===== src/design/fscl_pkg.sv =====
`timescale 1ns / 1ps
`default_nettype none
// ----------------------------------------------------------------------------
// fscl_pkg: shared types and codes of the serial configuration loader
// Command, status and register codes, the job descriptor passed from the
// front end to the back end, and the pin segment that forms one result beat.
// ----------------------------------------------------------------------------
package fscl_pkg;

   // request commands
   localparam logic [1:0] CMD_START  = 2'd0;
   localparam logic [1:0] CMD_DATA   = 2'd1;
   localparam logic [1:0] CMD_FINISH = 2'd2;

   // segment status codes
   localparam logic [1:0] ST_OK         = 2'd0;
   localparam logic [1:0] ST_CONFIGURED = 2'd1;
   localparam logic [1:0] ST_FAILED     = 2'd2;
   localparam logic [1:0] ST_ORDER      = 2'd3;

   // configuration register indexes
   localparam logic [1:0] CSR_RESET_HOLD   = 2'd0;
   localparam logic [1:0] CSR_RELEASE_HOLD = 2'd1;
   localparam logic [1:0] CSR_LEAD_CLOCKS  = 2'd2;
   localparam logic [1:0] CSR_TRAIL_CLOCKS = 2'd3;

   // configuration values after reset
   localparam logic [15:0] RESET_HOLD_DEFAULT   = 16'd100;
   localparam logic [15:0] RELEASE_HOLD_DEFAULT = 16'd2000;
   localparam logic [5:0]  LEAD_CLOCKS_DEFAULT  = 6'd8;
   localparam logic [5:0]  TRAIL_CLOCKS_DEFAULT = 6'd49;

   // sequencer steps
   localparam logic [2:0] STEP_FIRST       = 3'd0;
   localparam logic [2:0] STEP_RELEASE     = 3'd1;
   localparam logic [2:0] STEP_LEAD        = 3'd2;
   localparam logic [2:0] STEP_LAST_BIT    = 3'd7;

   localparam int QUEUE_DEPTH_DEFAULT = 2;

   typedef enum logic [1:0] {
      JOB_START,
      JOB_DATA,
      JOB_FINISH,
      JOB_ORDER
   } job_kind_type;

   typedef enum logic {
      PHASE_IDLE,
      PHASE_PROG
   } phase_type;

   typedef struct packed {
      job_kind_type kind;
      logic [7:0]   data_byte;
      logic         mosi_held;
      logic         done_pin;
   } job_type;

   typedef struct packed {
      logic [15:0] reset_hold;
      logic [15:0] release_hold;
      logic [5:0]  lead_clocks;
      logic [5:0]  trail_clocks;
   } cfg_type;

   typedef struct packed {
      logic        reset_level;
      logic        select_level;
      logic        mosi_level;
      logic [5:0]  pulse_count;
      logic [15:0] hold_cycles;
      logic        last;
      logic [1:0]  status;
   } segment_type;

endpackage
`default_nettype wire


===== src/design/fscl_front.sv =====
`timescale 1ns / 1ps
`default_nettype none
// ----------------------------------------------------------------------------
// fscl_front: request intake and classification
// Tracks the programming phase and the held data level, turns each accepted
// request beat into a job for the back end.
// ----------------------------------------------------------------------------
module fscl_front (
   input  wire logic            clock,
   input  wire logic            reset,
   input  wire logic            req_valid,
   output logic                 req_stall,
   input  wire logic [1:0]      req_command,
   input  wire logic [7:0]      req_data_byte,
   input  wire logic            req_done_pin,
   input  wire logic            queue_full,
   output logic                 push_valid,
   output fscl_pkg::job_type    push_job
);
   import fscl_pkg::*;

   phase_type phase_ff, phase_in;
   logic      mosi_held_ff, mosi_held_in;
   logic      accept;

   assign req_stall  = queue_full;
   assign accept     = req_valid && !queue_full;
   assign push_valid = accept;

   // next phase and held data level
   always_comb begin
      phase_in     = phase_ff;
      mosi_held_in = mosi_held_ff;
      if (accept) begin
         case (req_command)
            CMD_START: begin
               phase_in     = PHASE_PROG;
               mosi_held_in = 1'b0;
            end
            CMD_DATA: begin
               if (phase_ff == PHASE_PROG) begin
                  mosi_held_in = req_data_byte[0];
               end
            end
            CMD_FINISH: begin
               phase_in = PHASE_IDLE;
            end
            default: begin
            end
         endcase
      end
   end

   // classify the request
   always_comb begin
      push_job.data_byte = req_data_byte;
      push_job.mosi_held = mosi_held_ff;
      push_job.done_pin  = req_done_pin;
      if (req_command == CMD_START) begin
         push_job.kind = JOB_START;
      end else if (phase_ff == PHASE_IDLE) begin
         push_job.kind = JOB_ORDER;
      end else begin
         case (req_command)
            CMD_DATA:   push_job.kind = JOB_DATA;
            CMD_FINISH: push_job.kind = JOB_FINISH;
            default:    push_job.kind = JOB_ORDER;
         endcase
      end
   end

   always_ff @(posedge clock) begin
      if (reset) begin
         phase_ff     <= PHASE_IDLE;
         mosi_held_ff <= 1'b0;
      end else begin
         phase_ff     <= phase_in;
         mosi_held_ff <= mosi_held_in;
      end
   end

endmodule
`default_nettype wire


===== src/design/fscl_queue.sv =====
`timescale 1ns / 1ps
`default_nettype none
// ----------------------------------------------------------------------------
// fscl_queue: job queue between front and back end
// Small register FIFO; lets intake and segment generation stall apart.
// ----------------------------------------------------------------------------
module fscl_queue #(
   parameter int DEPTH = fscl_pkg::QUEUE_DEPTH_DEFAULT
) (
   input  wire logic            clock,
   input  wire logic            reset,
   input  wire logic            push_valid,
   input  wire fscl_pkg::job_type push_job,
   output logic                 full,
   input  wire logic            pop_ready,
   output logic                 pop_valid,
   output fscl_pkg::job_type    pop_job
);
   import fscl_pkg::*;

   localparam int PTR_W = (DEPTH > 1) ? $clog2(DEPTH) : 1;
   localparam int CNT_W = $clog2(DEPTH + 1);
   localparam logic [PTR_W-1:0] LAST_PTR = PTR_W'(DEPTH - 1);
   localparam logic [CNT_W-1:0] FULL_CNT = CNT_W'(DEPTH);

   job_type            entry_ff [DEPTH];
   logic [PTR_W-1:0]   wr_ptr_ff, wr_ptr_in;
   logic [PTR_W-1:0]   rd_ptr_ff, rd_ptr_in;
   logic [CNT_W-1:0]   count_ff, count_in;
   logic               do_push, do_pop;

   assign full      = (count_ff == FULL_CNT);
   assign pop_valid = (count_ff != '0);
   assign pop_job   = entry_ff[rd_ptr_ff];
   assign do_push   = push_valid && !full;
   assign do_pop    = pop_ready && pop_valid;

   always_comb begin
      wr_ptr_in = wr_ptr_ff;
      rd_ptr_in = rd_ptr_ff;
      count_in  = count_ff;
      if (do_push) begin
         wr_ptr_in = (wr_ptr_ff == LAST_PTR) ? '0 : wr_ptr_ff + 1'b1;
      end
      if (do_pop) begin
         rd_ptr_in = (rd_ptr_ff == LAST_PTR) ? '0 : rd_ptr_ff + 1'b1;
      end
      if (do_push && !do_pop) begin
         count_in = count_ff + 1'b1;
      end else if (do_pop && !do_push) begin
         count_in = count_ff - 1'b1;
      end
   end

   always_ff @(posedge clock) begin
      if (reset) begin
         wr_ptr_ff <= '0;
         rd_ptr_ff <= '0;
         count_ff  <= '0;
      end else begin
         wr_ptr_ff <= wr_ptr_in;
         rd_ptr_ff <= rd_ptr_in;
         count_ff  <= count_in;
      end
   end

   always_ff @(posedge clock) begin
      if (do_push) begin
         entry_ff[wr_ptr_ff] <= push_job;
      end
   end

endmodule
`default_nettype wire


===== src/design/fscl_back.sv =====
`timescale 1ns / 1ps
`default_nettype none
// ----------------------------------------------------------------------------
// fscl_back: segment sequencer
// Expands the job at the queue head into pin segments, one per cycle while
// the result channel is not stalled, into the result register.
// ----------------------------------------------------------------------------
module fscl_back (
   input  wire logic              clock,
   input  wire logic              reset,
   input  wire fscl_pkg::cfg_type cfg,
   input  wire logic              pop_valid,
   input  wire fscl_pkg::job_type pop_job,
   output logic                   pop_ready,
   output logic                   rsp_valid,
   input  wire logic              rsp_stall,
   output fscl_pkg::segment_type  rsp_seg
);
   import fscl_pkg::*;

   logic [2:0]  step_ff, step_in;
   logic        rsp_valid_ff, rsp_valid_in;
   segment_type seg_ff, seg;
   logic        out_free, advance;

   assign out_free  = !rsp_valid_ff || !rsp_stall;
   assign advance   = pop_valid && out_free;
   assign pop_ready = advance && seg.last;
   assign rsp_valid = rsp_valid_ff;
   assign rsp_seg   = seg_ff;

   // segment for the current job and step
   always_comb begin
      seg.reset_level  = 1'b1;
      seg.select_level = 1'b0;
      seg.mosi_level   = 1'b0;
      seg.pulse_count  = '0;
      seg.hold_cycles  = '0;
      seg.last         = 1'b1;
      seg.status       = ST_OK;
      case (pop_job.kind)
         JOB_START: begin
            if (step_ff == STEP_FIRST) begin
               seg.reset_level = 1'b0;
               seg.hold_cycles = cfg.reset_hold;
               seg.last        = 1'b0;
            end else if (step_ff == STEP_RELEASE) begin
               seg.hold_cycles = cfg.release_hold;
               seg.last        = 1'b0;
            end else begin
               seg.pulse_count = cfg.lead_clocks;
            end
         end
         JOB_DATA: begin
            seg.mosi_level  = pop_job.data_byte[STEP_LAST_BIT - step_ff];
            seg.pulse_count = 6'd1;
            seg.last        = (step_ff == STEP_LAST_BIT);
         end
         JOB_FINISH: begin
            seg.mosi_level  = pop_job.mosi_held;
            seg.pulse_count = cfg.trail_clocks;
            seg.status      = pop_job.done_pin ? ST_CONFIGURED : ST_FAILED;
         end
         default: begin
            seg.select_level = 1'b1;
            seg.status       = ST_ORDER;
         end
      endcase
   end

   always_comb begin
      step_in      = step_ff;
      rsp_valid_in = rsp_valid_ff;
      if (out_free) begin
         rsp_valid_in = advance;
      end
      if (advance) begin
         step_in = seg.last ? STEP_FIRST : step_ff + 1'b1;
      end
   end

   always_ff @(posedge clock) begin
      if (reset) begin
         step_ff      <= STEP_FIRST;
         rsp_valid_ff <= 1'b0;
      end else begin
         step_ff      <= step_in;
         rsp_valid_ff <= rsp_valid_in;
      end
   end

   always_ff @(posedge clock) begin
      if (advance) begin
         seg_ff <= seg;
      end
   end

endmodule
`default_nettype wire


===== src/design/fpga_serial_config_loader.sv =====
`timescale 1ns / 1ps
`default_nettype none
// ----------------------------------------------------------------------------
// fpga_serial_config_loader: slave-serial configuration segment generator
// Turns start, data and finish commands into pin segments for the loader.
// ----------------------------------------------------------------------------
// Usage:
//   req_* carries commands: start, one bitstream byte, or finish with the
//   sampled done pin. rsp_* carries pin segments: reset, select and data
//   levels, a pulse count and a hold count; rsp_last marks the final segment
//   of a command. csr_* writes the four timing registers; the user must
//   write them only while idle; the block does not enforce it. Start
//   gives 3 segments, a data byte 8 (MSB first), finish 1 with the
//   configured/failed status. Data or finish while idle, or an unused code,
//   gives one out-of-order segment and leaves the state alone. The first
//   segment of a command is registered in the job queue and then in the
//   result register. Throughput: the segment sequencer gives one segment
//   per cycle while the receiver does not stall; a short job queue lets
//   requests be taken while the sequencer is still busy.
//   Reset: idle phase, queue empty, no result valid, registers at defaults.
//   A stalled result beat holds; the sequencer and then the queue fill and
//   req_stall rises until the receiver takes beats again.
// ----------------------------------------------------------------------------
module fpga_serial_config_loader #(
   parameter int QUEUE_DEPTH = fscl_pkg::QUEUE_DEPTH_DEFAULT
) (
   input  wire logic        clock,
   input  wire logic        reset,
   // request channel
   input  wire logic        req_valid,
   output logic             req_stall,
   input  wire logic [1:0]  req_command,
   input  wire logic [7:0]  req_data_byte,
   input  wire logic        req_done_pin,
   // result channel
   output logic             rsp_valid,
   input  wire logic        rsp_stall,
   output logic             rsp_reset_level,
   output logic             rsp_select_level,
   output logic             rsp_mosi_level,
   output logic [5:0]       rsp_pulse_count,
   output logic [15:0]      rsp_hold_cycles,
   output logic             rsp_last,
   output logic [1:0]       rsp_status,
   // register write port
   input  wire logic        csr_write,
   input  wire logic [1:0]  csr_index,
   input  wire logic [15:0] csr_data
);
   import fscl_pkg::*;

   cfg_type     cfg_ff, cfg_in;
   job_type     push_job, pop_job;
   logic        push_valid, queue_full, pop_valid, pop_ready;
   segment_type rsp_seg;

   // timing registers: take the low bits of the write data
   always_comb begin
      cfg_in = cfg_ff;
      if (csr_write) begin
         case (csr_index)
            CSR_RESET_HOLD:   cfg_in.reset_hold   = csr_data;
            CSR_RELEASE_HOLD: cfg_in.release_hold = csr_data;
            CSR_LEAD_CLOCKS:  cfg_in.lead_clocks  = csr_data[5:0];
            CSR_TRAIL_CLOCKS: cfg_in.trail_clocks = csr_data[5:0];
            default: begin
            end
         endcase
      end
   end

   always_ff @(posedge clock) begin
      if (reset) begin
         cfg_ff.reset_hold   <= RESET_HOLD_DEFAULT;
         cfg_ff.release_hold <= RELEASE_HOLD_DEFAULT;
         cfg_ff.lead_clocks  <= LEAD_CLOCKS_DEFAULT;
         cfg_ff.trail_clocks <= TRAIL_CLOCKS_DEFAULT;
      end else begin
         cfg_ff <= cfg_in;
      end
   end

   // classify requests and track the programming phase
   fscl_front u_front (
      .clock         (clock),
      .reset         (reset),
      .req_valid     (req_valid),
      .req_stall     (req_stall),
      .req_command   (req_command),
      .req_data_byte (req_data_byte),
      .req_done_pin  (req_done_pin),
      .queue_full    (queue_full),
      .push_valid    (push_valid),
      .push_job      (push_job)
   );

   // decouple intake from segment generation
   fscl_queue #(
      .DEPTH (QUEUE_DEPTH)
   ) u_queue (
      .clock      (clock),
      .reset      (reset),
      .push_valid (push_valid),
      .push_job   (push_job),
      .full       (queue_full),
      .pop_ready  (pop_ready),
      .pop_valid  (pop_valid),
      .pop_job    (pop_job)
   );

   // expand jobs into segments
   fscl_back u_back (
      .clock     (clock),
      .reset     (reset),
      .cfg       (cfg_ff),
      .pop_valid (pop_valid),
      .pop_job   (pop_job),
      .pop_ready (pop_ready),
      .rsp_valid (rsp_valid),
      .rsp_stall (rsp_stall),
      .rsp_seg   (rsp_seg)
   );

   assign rsp_reset_level  = rsp_seg.reset_level;
   assign rsp_select_level = rsp_seg.select_level;
   assign rsp_mosi_level   = rsp_seg.mosi_level;
   assign rsp_pulse_count  = rsp_seg.pulse_count;
   assign rsp_hold_cycles  = rsp_seg.hold_cycles;
   assign rsp_last         = rsp_seg.last;
   assign rsp_status       = rsp_seg.status;

endmodule
`default_nettype wire


===== config.mk =====
export PLATFORM = sky130hd
export DESIGN_NAME = fpga_serial_config_loader
export DESIGN_NICKNAME = d
export VERILOG_FILES = /design/src/design/fscl_pkg.sv /design/src/design/fscl_front.sv /design/src/design/fscl_queue.sv /design/src/design/fscl_back.sv /design/src/design/fpga_serial_config_loader.sv
export SDC_FILE = /design/constraint.sdc
export NUM_CORES = 1
export LEC_CHECK = 0
export CORE_MARGIN = 1.5
export CORE_UTILIZATION = 45
export CTS_CLUSTER_SIZE = 28
export DETAILED_ROUTE_END_ITERATION = 10
export DONT_BUFFER_PORTS = 1
export GPL_ROUTABILITY_DRIVEN = 0
export PLACE_DENSITY_LB_ADDON = 0.12
export SETUP_SLACK_MARGIN = 0.3
export SLEW_MARGIN = 20
export SYNTH_ARGS = -nofsm -noshare
export SYNTH_HDL_FRONTEND = slang
export SYNTH_SLANG_ARGS = --single-unit

===== constraint.sdc =====
create_clock -name clock -period 2.7 [get_ports clock]
set_input_delay 0.54 -clock clock [delete_from_list [all_inputs] [get_ports clock]]
set_output_delay 0.54 -clock clock [all_outputs]
set_load 0.005 [all_outputs]

==> out/results.ini, run 1 <==
[synth]
synth_edf_count=52
synth_top_area_share=0.365
yosys_warnings=0
seq_area_frac_synth=0.623
syn-num-nets=419
ys_ff_latch=107
yosysTopAreaCell=edfxtp_1
async_flop_share=0
syn_avg_cell_area_um2=11.4
synth_flop_cell=dfxtp_1
synthTopCellsByArea=edfxtp_1 (37%), dfxtp_1 (26%), nand2_1 (6.9%), a21oi_1 (3.6%), a22o_1 (3.3%)
netlist_instances=375
ys_types=43
synthesis.area_um2=4280

[floorplan]
die_y_um=100
die-area_um2=10100
die_x_um=100
coreArea_um2=9240
ios=64
rows=35
start_util=0.463

[clock_tree]
cts_sinks=107
cts_htree_levels=3
root_buffer=clkbuf_8
cts_buffers=9
clkLatencyLatePin_ns=0.36
cts_tree=built
cts_hold_buffers=0
path_clk_slew_ns=0.10
clockBufferDepth=2

[grt]
grt_pass1_wl_um=13600
grt_max_degree=56
overflow=0
grt_usage=0.180
antenna_found_initial=0
first_global_vias=2659

[status]
status=completed

[timing]
clock.fmax_ghz=0.434
fin_setup_tns_ns=0
timing.final.ws_setup_ns=0.396
finalCritPeriodShare=0.853
hold_viol=0
slew_viol_final=0
period_minus_slack_ns=2.30
slew_headroom=0.488
setup_viol=0
grt_setup_unrepaired=false
tightest_slew_ns=0.765
fin_skew_ns=0.0116

[job]
drv_cap=0

[setup_path]
crit_type=reg -> reg
cp_max_fo=6
startpoint_type=register
end_kind=register
r2r_slack_ns=0.40
required_ns=2.99
arrival_ns=2.60
r2r_cells=10
reg2reg_to=u_queue.count_ff[1]

[hold_path]
min_path_type=in -> reg
holdPathStages=1
worstHoldStart=reset
hold_end=u_front.mosi_held_ff

[layout]
area_delta_synth_final_pct=10.6
nets=422
final_common_cell=nand2_1
final_cell_mix=nand2_1 (79), dfxtp_1 (54), edfxtp_1 (52)
n_antenna_cell=0
drive_above_1_share=0.123

[pwr]
power_density_nw_per_um2=923
ir_drop_uv=980
power.total_uw=4370
leakagePower_uw=0.00173

[detailed_routing]
wirelength_um=8700
drc=0
drtIter0Drc=118
avgViaCountPerCell=5.31
vias=2721
wl_per_cell_um=17.0
final_antenna_net_count=0
drt_pass1_iterations=4

[placed_design]
dp_hpwl_um=5530
io_buffers=0
dp_slack_ns=0.134

## stage by stage
| stage | instance area (um2) | hold WS [ns] | utilization | instances |
|---|---|---|---|---|
| after global routing | 4730 | 0.209 | 0.512 | 512 |
| final | 4730 | 0.250 | 0.512 | 512 |
| after floorplan | 4280 | 0.419 | - | 375 |
| after global placement | 4380 | 0.430 | 0.474 | 489 |
| after detailed placement | 4380 | 0.437 | 0.474 | 489 |
| after CTS | 4610 | 0.220 | 0.499 | 506 |
## cell type report
cell class                      instances  area (um2)
Fill cell                             829        4510
Sequential cell                       107        2670
Multi-Input combinational cell        237        1560
Tap cell                              129         161
Clock buffer                           11         131
Timing Repair Buffer                   12        90.1
Clock inverter                          5        78.8
Inverter                               11        41.3
## cell families (layout without fill, tap and decap cells)
family,count (synthesis),count (layout),share of synthesized area
and+or+nand+nor,137,137,0.153
DFF,107,107,0.623
AOI/OAI and AO/OA,69,69,0.107
buffers and inverters,31,39,0.0342
muxes,17,17,0.0459
adders and majority gates,10,10,0.0293
xor gates and xnor gates,4,4,0.00819
## synthesized netlist by cell type (2+ instances only)
master and count:
mux2i_1 14, nor2_1 19, nor3_1 3, and3b_1 2, buf_6 2, dfxtp_1 55, clkbuf_1 8, nand2_1 79
nand3_1 4, mux4_2 2, o21ai_0 4, a21oi_1 31, clkbuf_2 2, or3_1 3, a221oi_1 3, xor2_1 2
inv_1 11, xnor2_1 2, a21o_1 2, and2_1 4, ha_1 10, a22oi_1 6, edfxtp_1 52, buf_2 7
nand3b_1 15, a22o_1 16
## worst max-delay path, stage by stage, from the launching register on
cell      delay (ns)
dfxtp_4         0.40
mux2i_4         0.25
inv_2           0.08
ha_4            0.18
and2_1          0.16
a211oi_4        0.29
nor2_4          0.08
inv_2           0.08
ha_4            0.20
or3_4           0.38
a21oi_2         0.13
## worst max path at each step
stage	start	end	slack (ns)	cells after the start
6_report	register	u_queue.count_ff[1]	0.40	10
5_1_grt	register	u_queue.count_ff[1]	0.30	10
4_1_cts	register	u_queue.count_ff[1]	0.30	10
3_5_place_dp	register	u_queue.count_ff[1]	0.13	10
3_3_place_gp	register	u_queue.count_ff[1]	0.28	10
2_1_floorplan	register	u_queue.count_ff[1]	0.32	11
## routing by layer
layer | vias to the layer above | GRT usage | part of all wire
met3 | 10 | 0.0381 | 0.039
met4 | 0 | 0.0769 | 0.017
met5 | - | 0 | 0
met1 | 1337 | 0.253 | 0.48
met2 | 54 | 0.269 | 0.47
li1 | 1320 | - | -
## timing repair
action,in CTS,in global routing
buffers inserted,1,6
pin swaps,0,2
hold endpoints to repair,0,0
resized for setup,6,12
setup endpoints to repair,1,1
## sequential cells by signal, summed over array words and instances, names as in the netlist, named ones only
name / flops
u_back.rsp_seg: 28
cfg_ff: 44
u_queue.rd_ptr_ff: 1
u_front.phase_ff: 1
u_queue.count_ff: 2
u_back.step_ff: 3
u_queue.entry_ff: 24
u_back.rsp_valid: 1
u_queue.wr_ptr_ff: 1
u_front.mosi_held_ff: 1
## power by group
| group | internal (uW) | switching (uW) |
|---|---|---|
| clock | 523 | 521 |
| sequential | 2100 | 166 |
| combinational | 447 | 612 |
| total | 3070 | 1300 |
No activity file was read; power rests on OpenSTA's default activity.
==> run 2: changes to the inputs <==
Settings changed: ABC_AREA set to 1.
==> run 2 against run 1 <==
Against the previous run:
- core utilization barely moved
- hold slack worse by 0.028 ns
- die area increased by 1.6%
- largest power group unchanged
- non-clock buffer count up 1
- critical endpoint unchanged
- register-to-register slack better by 0.13 ns
- first-iteration DRC count rose by 43%
- largest cell class unchanged
- clock skew rose by 0.0049 ns
- via count is 16% higher
- sequential share of layout area is 0.32 points lower
- final cell count up 19%
- flip-flop and latch count did not move
- sequential power increased by 2%
==> out/results.ini, run 2 <==
[layout]
largest_register_ffs=44
regMostFlops=cfg_ff
final_cell_mix=nand2_1 (80), nor2_1 (73), nand3_1 (58)
final_util=0.512
nets=517
nFillCells=906
n_antenna_cell=0
drive_above_1_share=0.103
final_common_cell=nand2_1
area_delta_synth_final_pct=9.42

[detailed_routing]
drc=0
avgViaCountPerCell=5.18
wl_per_cell_um=15.2
wirelength_um=9210
drt_pass1_iterations=5
final_antenna_net_count=0
drtIter0Drc=169
vias=3144

[clock_tree]
clockBufferDepth=2
cts_buffers=9
cts_tree=built
cts_sinks=107
cts_htree_levels=3
clkLatencyLatePin_ns=0.38
path_clk_slew_ns=0.10
root_buffer=clkbuf_8

[pwr]
ir_drop_uv=518
power_density_nw_per_um2=967
leakagePower_uw=0.00200

[synth]
synthesis.area_um2=4350
syn-num-nets=511
synth_edf_count=52
synth_flop_cell=dfxtp_1
synthMostInstantiatedCell=nand2_1
async_flop_share=0
yosysTopAreaCell=edfxtp_1
netlist_instances=467
seq_area_frac_synth=0.613
syn_avg_cell_area_um2=9.30
synthTopCellsByArea=edfxtp_1 (36%), dfxtp_1 (25%), nand2_1 (6.9%), nand3_1 (6.7%), nor2_1 (6.4%)
synth_top_area_share=0.359
yosys_warnings=0
ys_ff_latch=107
ys_types=24
synthTopCellsByCount=nand2_1 (80), nor2_1 (74), nand3_1 (58), dfxtp_1 (55), edfxtp_1 (52)

[grt]
grt_usage=0.190
overflow=0
antenna_found_initial=0
grt_max_degree=49
grt_pass1_wl_um=14900
first_global_vias=2906

[placed_design]
io_buffers=0
dp_hpwl_um=5990

[setup_path]
arrival_ns=2.44
crit_type=reg -> reg
required_ns=2.96
cp_max_fo=5
r2r_slack_ns=0.52
startpoint_type=register
end_kind=register

[timing]
fin_skew_ns=0.0165
clock.fmax_ghz=0.459
fin_setup_tns_ns=0
finalCritPeriodShare=0.807
hold_viol=0
grt_setup_unrepaired=false
slew_headroom=0.620
slew_viol_final=0
period_minus_slack_ns=2.18
whs_ns=0.222
tightest_slew_ns=0.570
setup_viol=0

[floorplan]
ios=64
die_x_um=101
die-area_um2=10300
rows=35
start_util=0.468
die_y_um=101
coreArea_um2=9280

[hold_path]
min_path_type=in -> reg

[job]
drv_cap=0

[status]
status=completed

==> run 2: report_power, final <==
part	total, uW	internal, uW	switching, uW
logic	1320	396	927
registers	2310	2140	170
clock network	961	400	561
total	4600	2940	1660
==> run 2: timing repair <==
action | in CTS | in global routing
gates cloned | 0 | 0
endpoints found under the setup margin | 1 | 1
pin swaps | 0 | 3
setup buffers | 0 | 1
gates resized for setup | 1 | 11
hold buffers | 0 | 0
==> run 2: routing by layer <==
layer  GRT usage  vias to the layer above  share of wire
li1            -                     1570              -
met4      0.0726                        0          0.013
met2       0.279                       98           0.44
met5           0                        -              0
met1       0.282                     1468           0.48
met3      0.0331                        8          0.062
==> run 2: worst max-delay path: stages (launching register included) <==
cell and delay [ns]:
edfxtp_1 0.38, or2_2 0.31, o21ai_2 0.10, inv_2 0.08
ha_2 0.20, nor2_2 0.11, a21oi_1 0.05, nand2_1 0.14
nand2_4 0.09, ha_4 0.25, a21oi_1 0.10, o21ai_1 0.09
o21ai_1 0.12, a21oi_1 0.06
==> run 2: path summary, 6_finish.rpt <==
path	startpoint	to	cells past startpoint
worst max-delay path	u_queue.entry_ff[1][10]	u_queue.count_ff[1]	13
worst min-delay path	reset	u_back.rsp_valid	1
worst max register to register	u_queue.entry_ff[1][10]	u_queue.count_ff[1]	13
worst min register to register	cfg_ff[5]	cfg_ff[5]	2
==> run 2: per-stage QoR <==
step                instance area (um2)  power, uW  std cells  setup slack, ns
floorplan                          4360       3210        467            0.327
global route                       4750       4910        607            0.296
detailed placement                 4530       3630        590            0.272
CTS                                4730       4590        606            0.325
global placement                   4530       3620        590            0.433
finish                             4750       4600        607            0.522
==> run 2: layout make-up <==
| type | count | area [um2] | share of cell area |
|---|---|---|---|
| Clock inverter | 5 | 43.8 | 0.00921 |
| Tap cell | 129 | 161 | 0.0339 |
| Clock buffer | 11 | 151 | 0.0318 |
| Timing Repair Buffer | 13 | 97.6 | 0.0205 |
| Inverter | 40 | 150 | 0.0316 |
| Sequential cell | 107 | 2670 | 0.561 |
| Multi-Input combinational cell | 302 | 1490 | 0.312 |
==> run 2: cells by family after synthesis <==
| logic type | synth area share |
|---|---|
| fa+ha+maj | 0.0288 |
| simple gates | 0.225 |
| mux | 0.00230 |
| flops | 0.613 |
| xor+xnor | 0.00202 |
| buf+inv | 0.0530 |
| compound gates | 0.0763 |
==> run 3: changes to the inputs <==
Clock period 2.7 ns to 1.9 ns, I/O delays scaled along.
==> run 3 against run 2 <==
Against the previous run:
- the run now ends with setup timing left
- global-route usage up 1.4 points
- design area up 14%
- clock skew down 0.0028 ns
- via count rose by 2.8%
- setup slack worse by 0.59 ns
- combinational power is 130% higher
- maximum frequency up 10%
- clock power grew 39%
- clock-buffer cell count decreased by 1
- critical endpoint is now u_queue.count_ff[0]
- largest power group unchanged
- highest routed layer unchanged
==> out/results.ini, run 3 (synthesis results as in run 2) <==
[status]
status=finished, violations left
violations=setup timing

[pwr]
power_density_nw_per_um2=1410
combPwrFrac=0.390
p_clk_frac=0.176
p_switching_uw=2810
power_frac_seq=0.434
internal-power_uw=4810
leakagePower_uw=0.00221
ir_drop_uv=1080
power.total_uw=7620
swShare=0.369

[clock_tree]
clockBufferDepth=2
root_buffer=clkbuf_8
cts_sinks=107
cts_buffers=9
clkLatencyLatePin_ns=0.37
path_clk_slew_ns=0.11
cts_tree=built
cts_htree_levels=3

[hold_path]
min_path_type=in -> reg

[setup_path]
cp_max_fo=3
critPathMaxStageDelay_ns=0.35
critical_path_buf_inv_count=3
cp_top_family=simple AND/OR/NAND/NOR gates
worstPathCellList=inv_2 > or2_4 > o21ai_4 > inv_2 > ha_4 > nor2_4 > a21oi_2 > nand2_2 > nand2_4 > ha_4 > buf_4 > xor2_2 > nor2_1
required_ns=2.16
crit_type=reg -> reg
startpoint_type=register
cp_slowest_cell=dfxtp_2
arrival_ns=2.23
end_kind=register

[floorplan]
die-area_um2=10300
start_util=0.468
die_y_um=101
coreArea_um2=9280
ios=64
rows=35
die_x_um=101

[grt]
first_global_vias=3057
grt_pass1_wl_um=15900
grt_usage=0.204
overflow=0
grt_max_degree=46
antenna_found_initial=0

[layout]
nFillCells=815
regMostFlops=cfg_ff
final_cell_mix=nand2_1 (72), nor2_1 (71), dfxtp_1 (54)
drive_above_1_share=0.256
final_area_um2=5410
nets=551
largest_register_ffs=44
n_antenna_cell=0
final_common_cell=nand2_1
area_delta_synth_final_pct=24.6

[detailed_routing]
drc=0
wirelength_um=9970
drtIter0Drc=163
wl_per_cell_um=15.6
vias=3231
final_antenna_net_count=0
drt_pass1_iterations=4
avgViaCountPerCell=5.04

[timing]
slew_headroom=0.633
hold_viol=0
fin_setup_tns_ns=-0.151
period_minus_slack_ns=1.97
finalCritPeriodShare=1.04
tightest_slew_ns=0.550
fin_skew_ns=0.0137
grt_setup_unrepaired=true
slew_viol_final=0
clock.fmax_ghz=0.507
setup_viol=7
timing.final.ws_setup_ns=-0.0721

[placed_design]
place_area_um2=4730
dp_hpwl_um=6220
io_buffers=0

[job]
drv_cap=0

run 3: worst register-to-register path, cell delays in order, from the launching register on:
cell,delay (ns)
dfxtp_2,0.35
inv_2,0.05
or2_4,0.25
o21ai_4,0.08
inv_2,0.08
ha_4,0.18
nor2_4,0.09
a21oi_2,0.04
nand2_2,0.11
nand2_4,0.07
ha_4,0.27
buf_4,0.11
xor2_2,0.14
nor2_1,0.05
run 3: final cells by class:
type,instances,area (um2),share of cell area
clock inverters,6,53.8,0.00994
multi-input cells,302,1760,0.326
repair buffers,47,485,0.0897
well taps,129,161,0.0298
clock buffers,10,129,0.0238
flip-flops and latches,107,2660,0.492
inverters,40,158,0.0291
run 3: final timing paths:
path / end / slack [ns] / depth (start not counted) / from
max: u_queue.count_ff[0] / -0.07 / 13 / register
min: u_front.mosi_held_ff / 0.07 / 1 / reset
max reg2reg: u_queue.count_ff[0] / -0.07 / 13 / register
min reg2reg: cfg_ff[34] / 0.47 / 2 / cfg_ff[34]
run 3: layer usage:
metal	GRT usage	vias to the layer above	share of wire
met5	0	-	0
met2	0.296	84	0.45
met1	0.297	1501	0.48
met3	0.0524	10	0.063
li1	-	1636	-
met4	0.0716	0	0.012
run 3: power by group through the flow:
stage,combinational (uW),clock [uW],sequential [uW]
after floorplan,1490,0,3290
after global placement,2140,0,3360
after detailed placement,2180,0,3360
after CTS,2570,1370,3310
after global routing,3240,1430,3390
final,2970,1340,3310
run 3: timing repair:
action,4_1_cts,5_1_grt
endpoints found under the setup margin,44,62
cloned,2,0
buffers inserted,13,8
hold buffers,0,0
pin swaps,13,29
hold endpoints to repair,0,0
resized for setup,23,44
run 3: per-stage QoR:
step / setup slack, ns / std cells / hold WS, ns / utilization
after floorplan: -0.162 / 467 / 0.426 / -
after global placement: -0.00851 / 602 / 0.439 / 0.509
after detailed placement: -0.0606 / 602 / 0.444 / 0.509
after CTS: -0.0311 / 633 / 0.0566 / 0.556
after global routing: -0.162 / 641 / 0.0554 / 0.583
final: -0.0721 / 641 / 0.0733 / 0.583
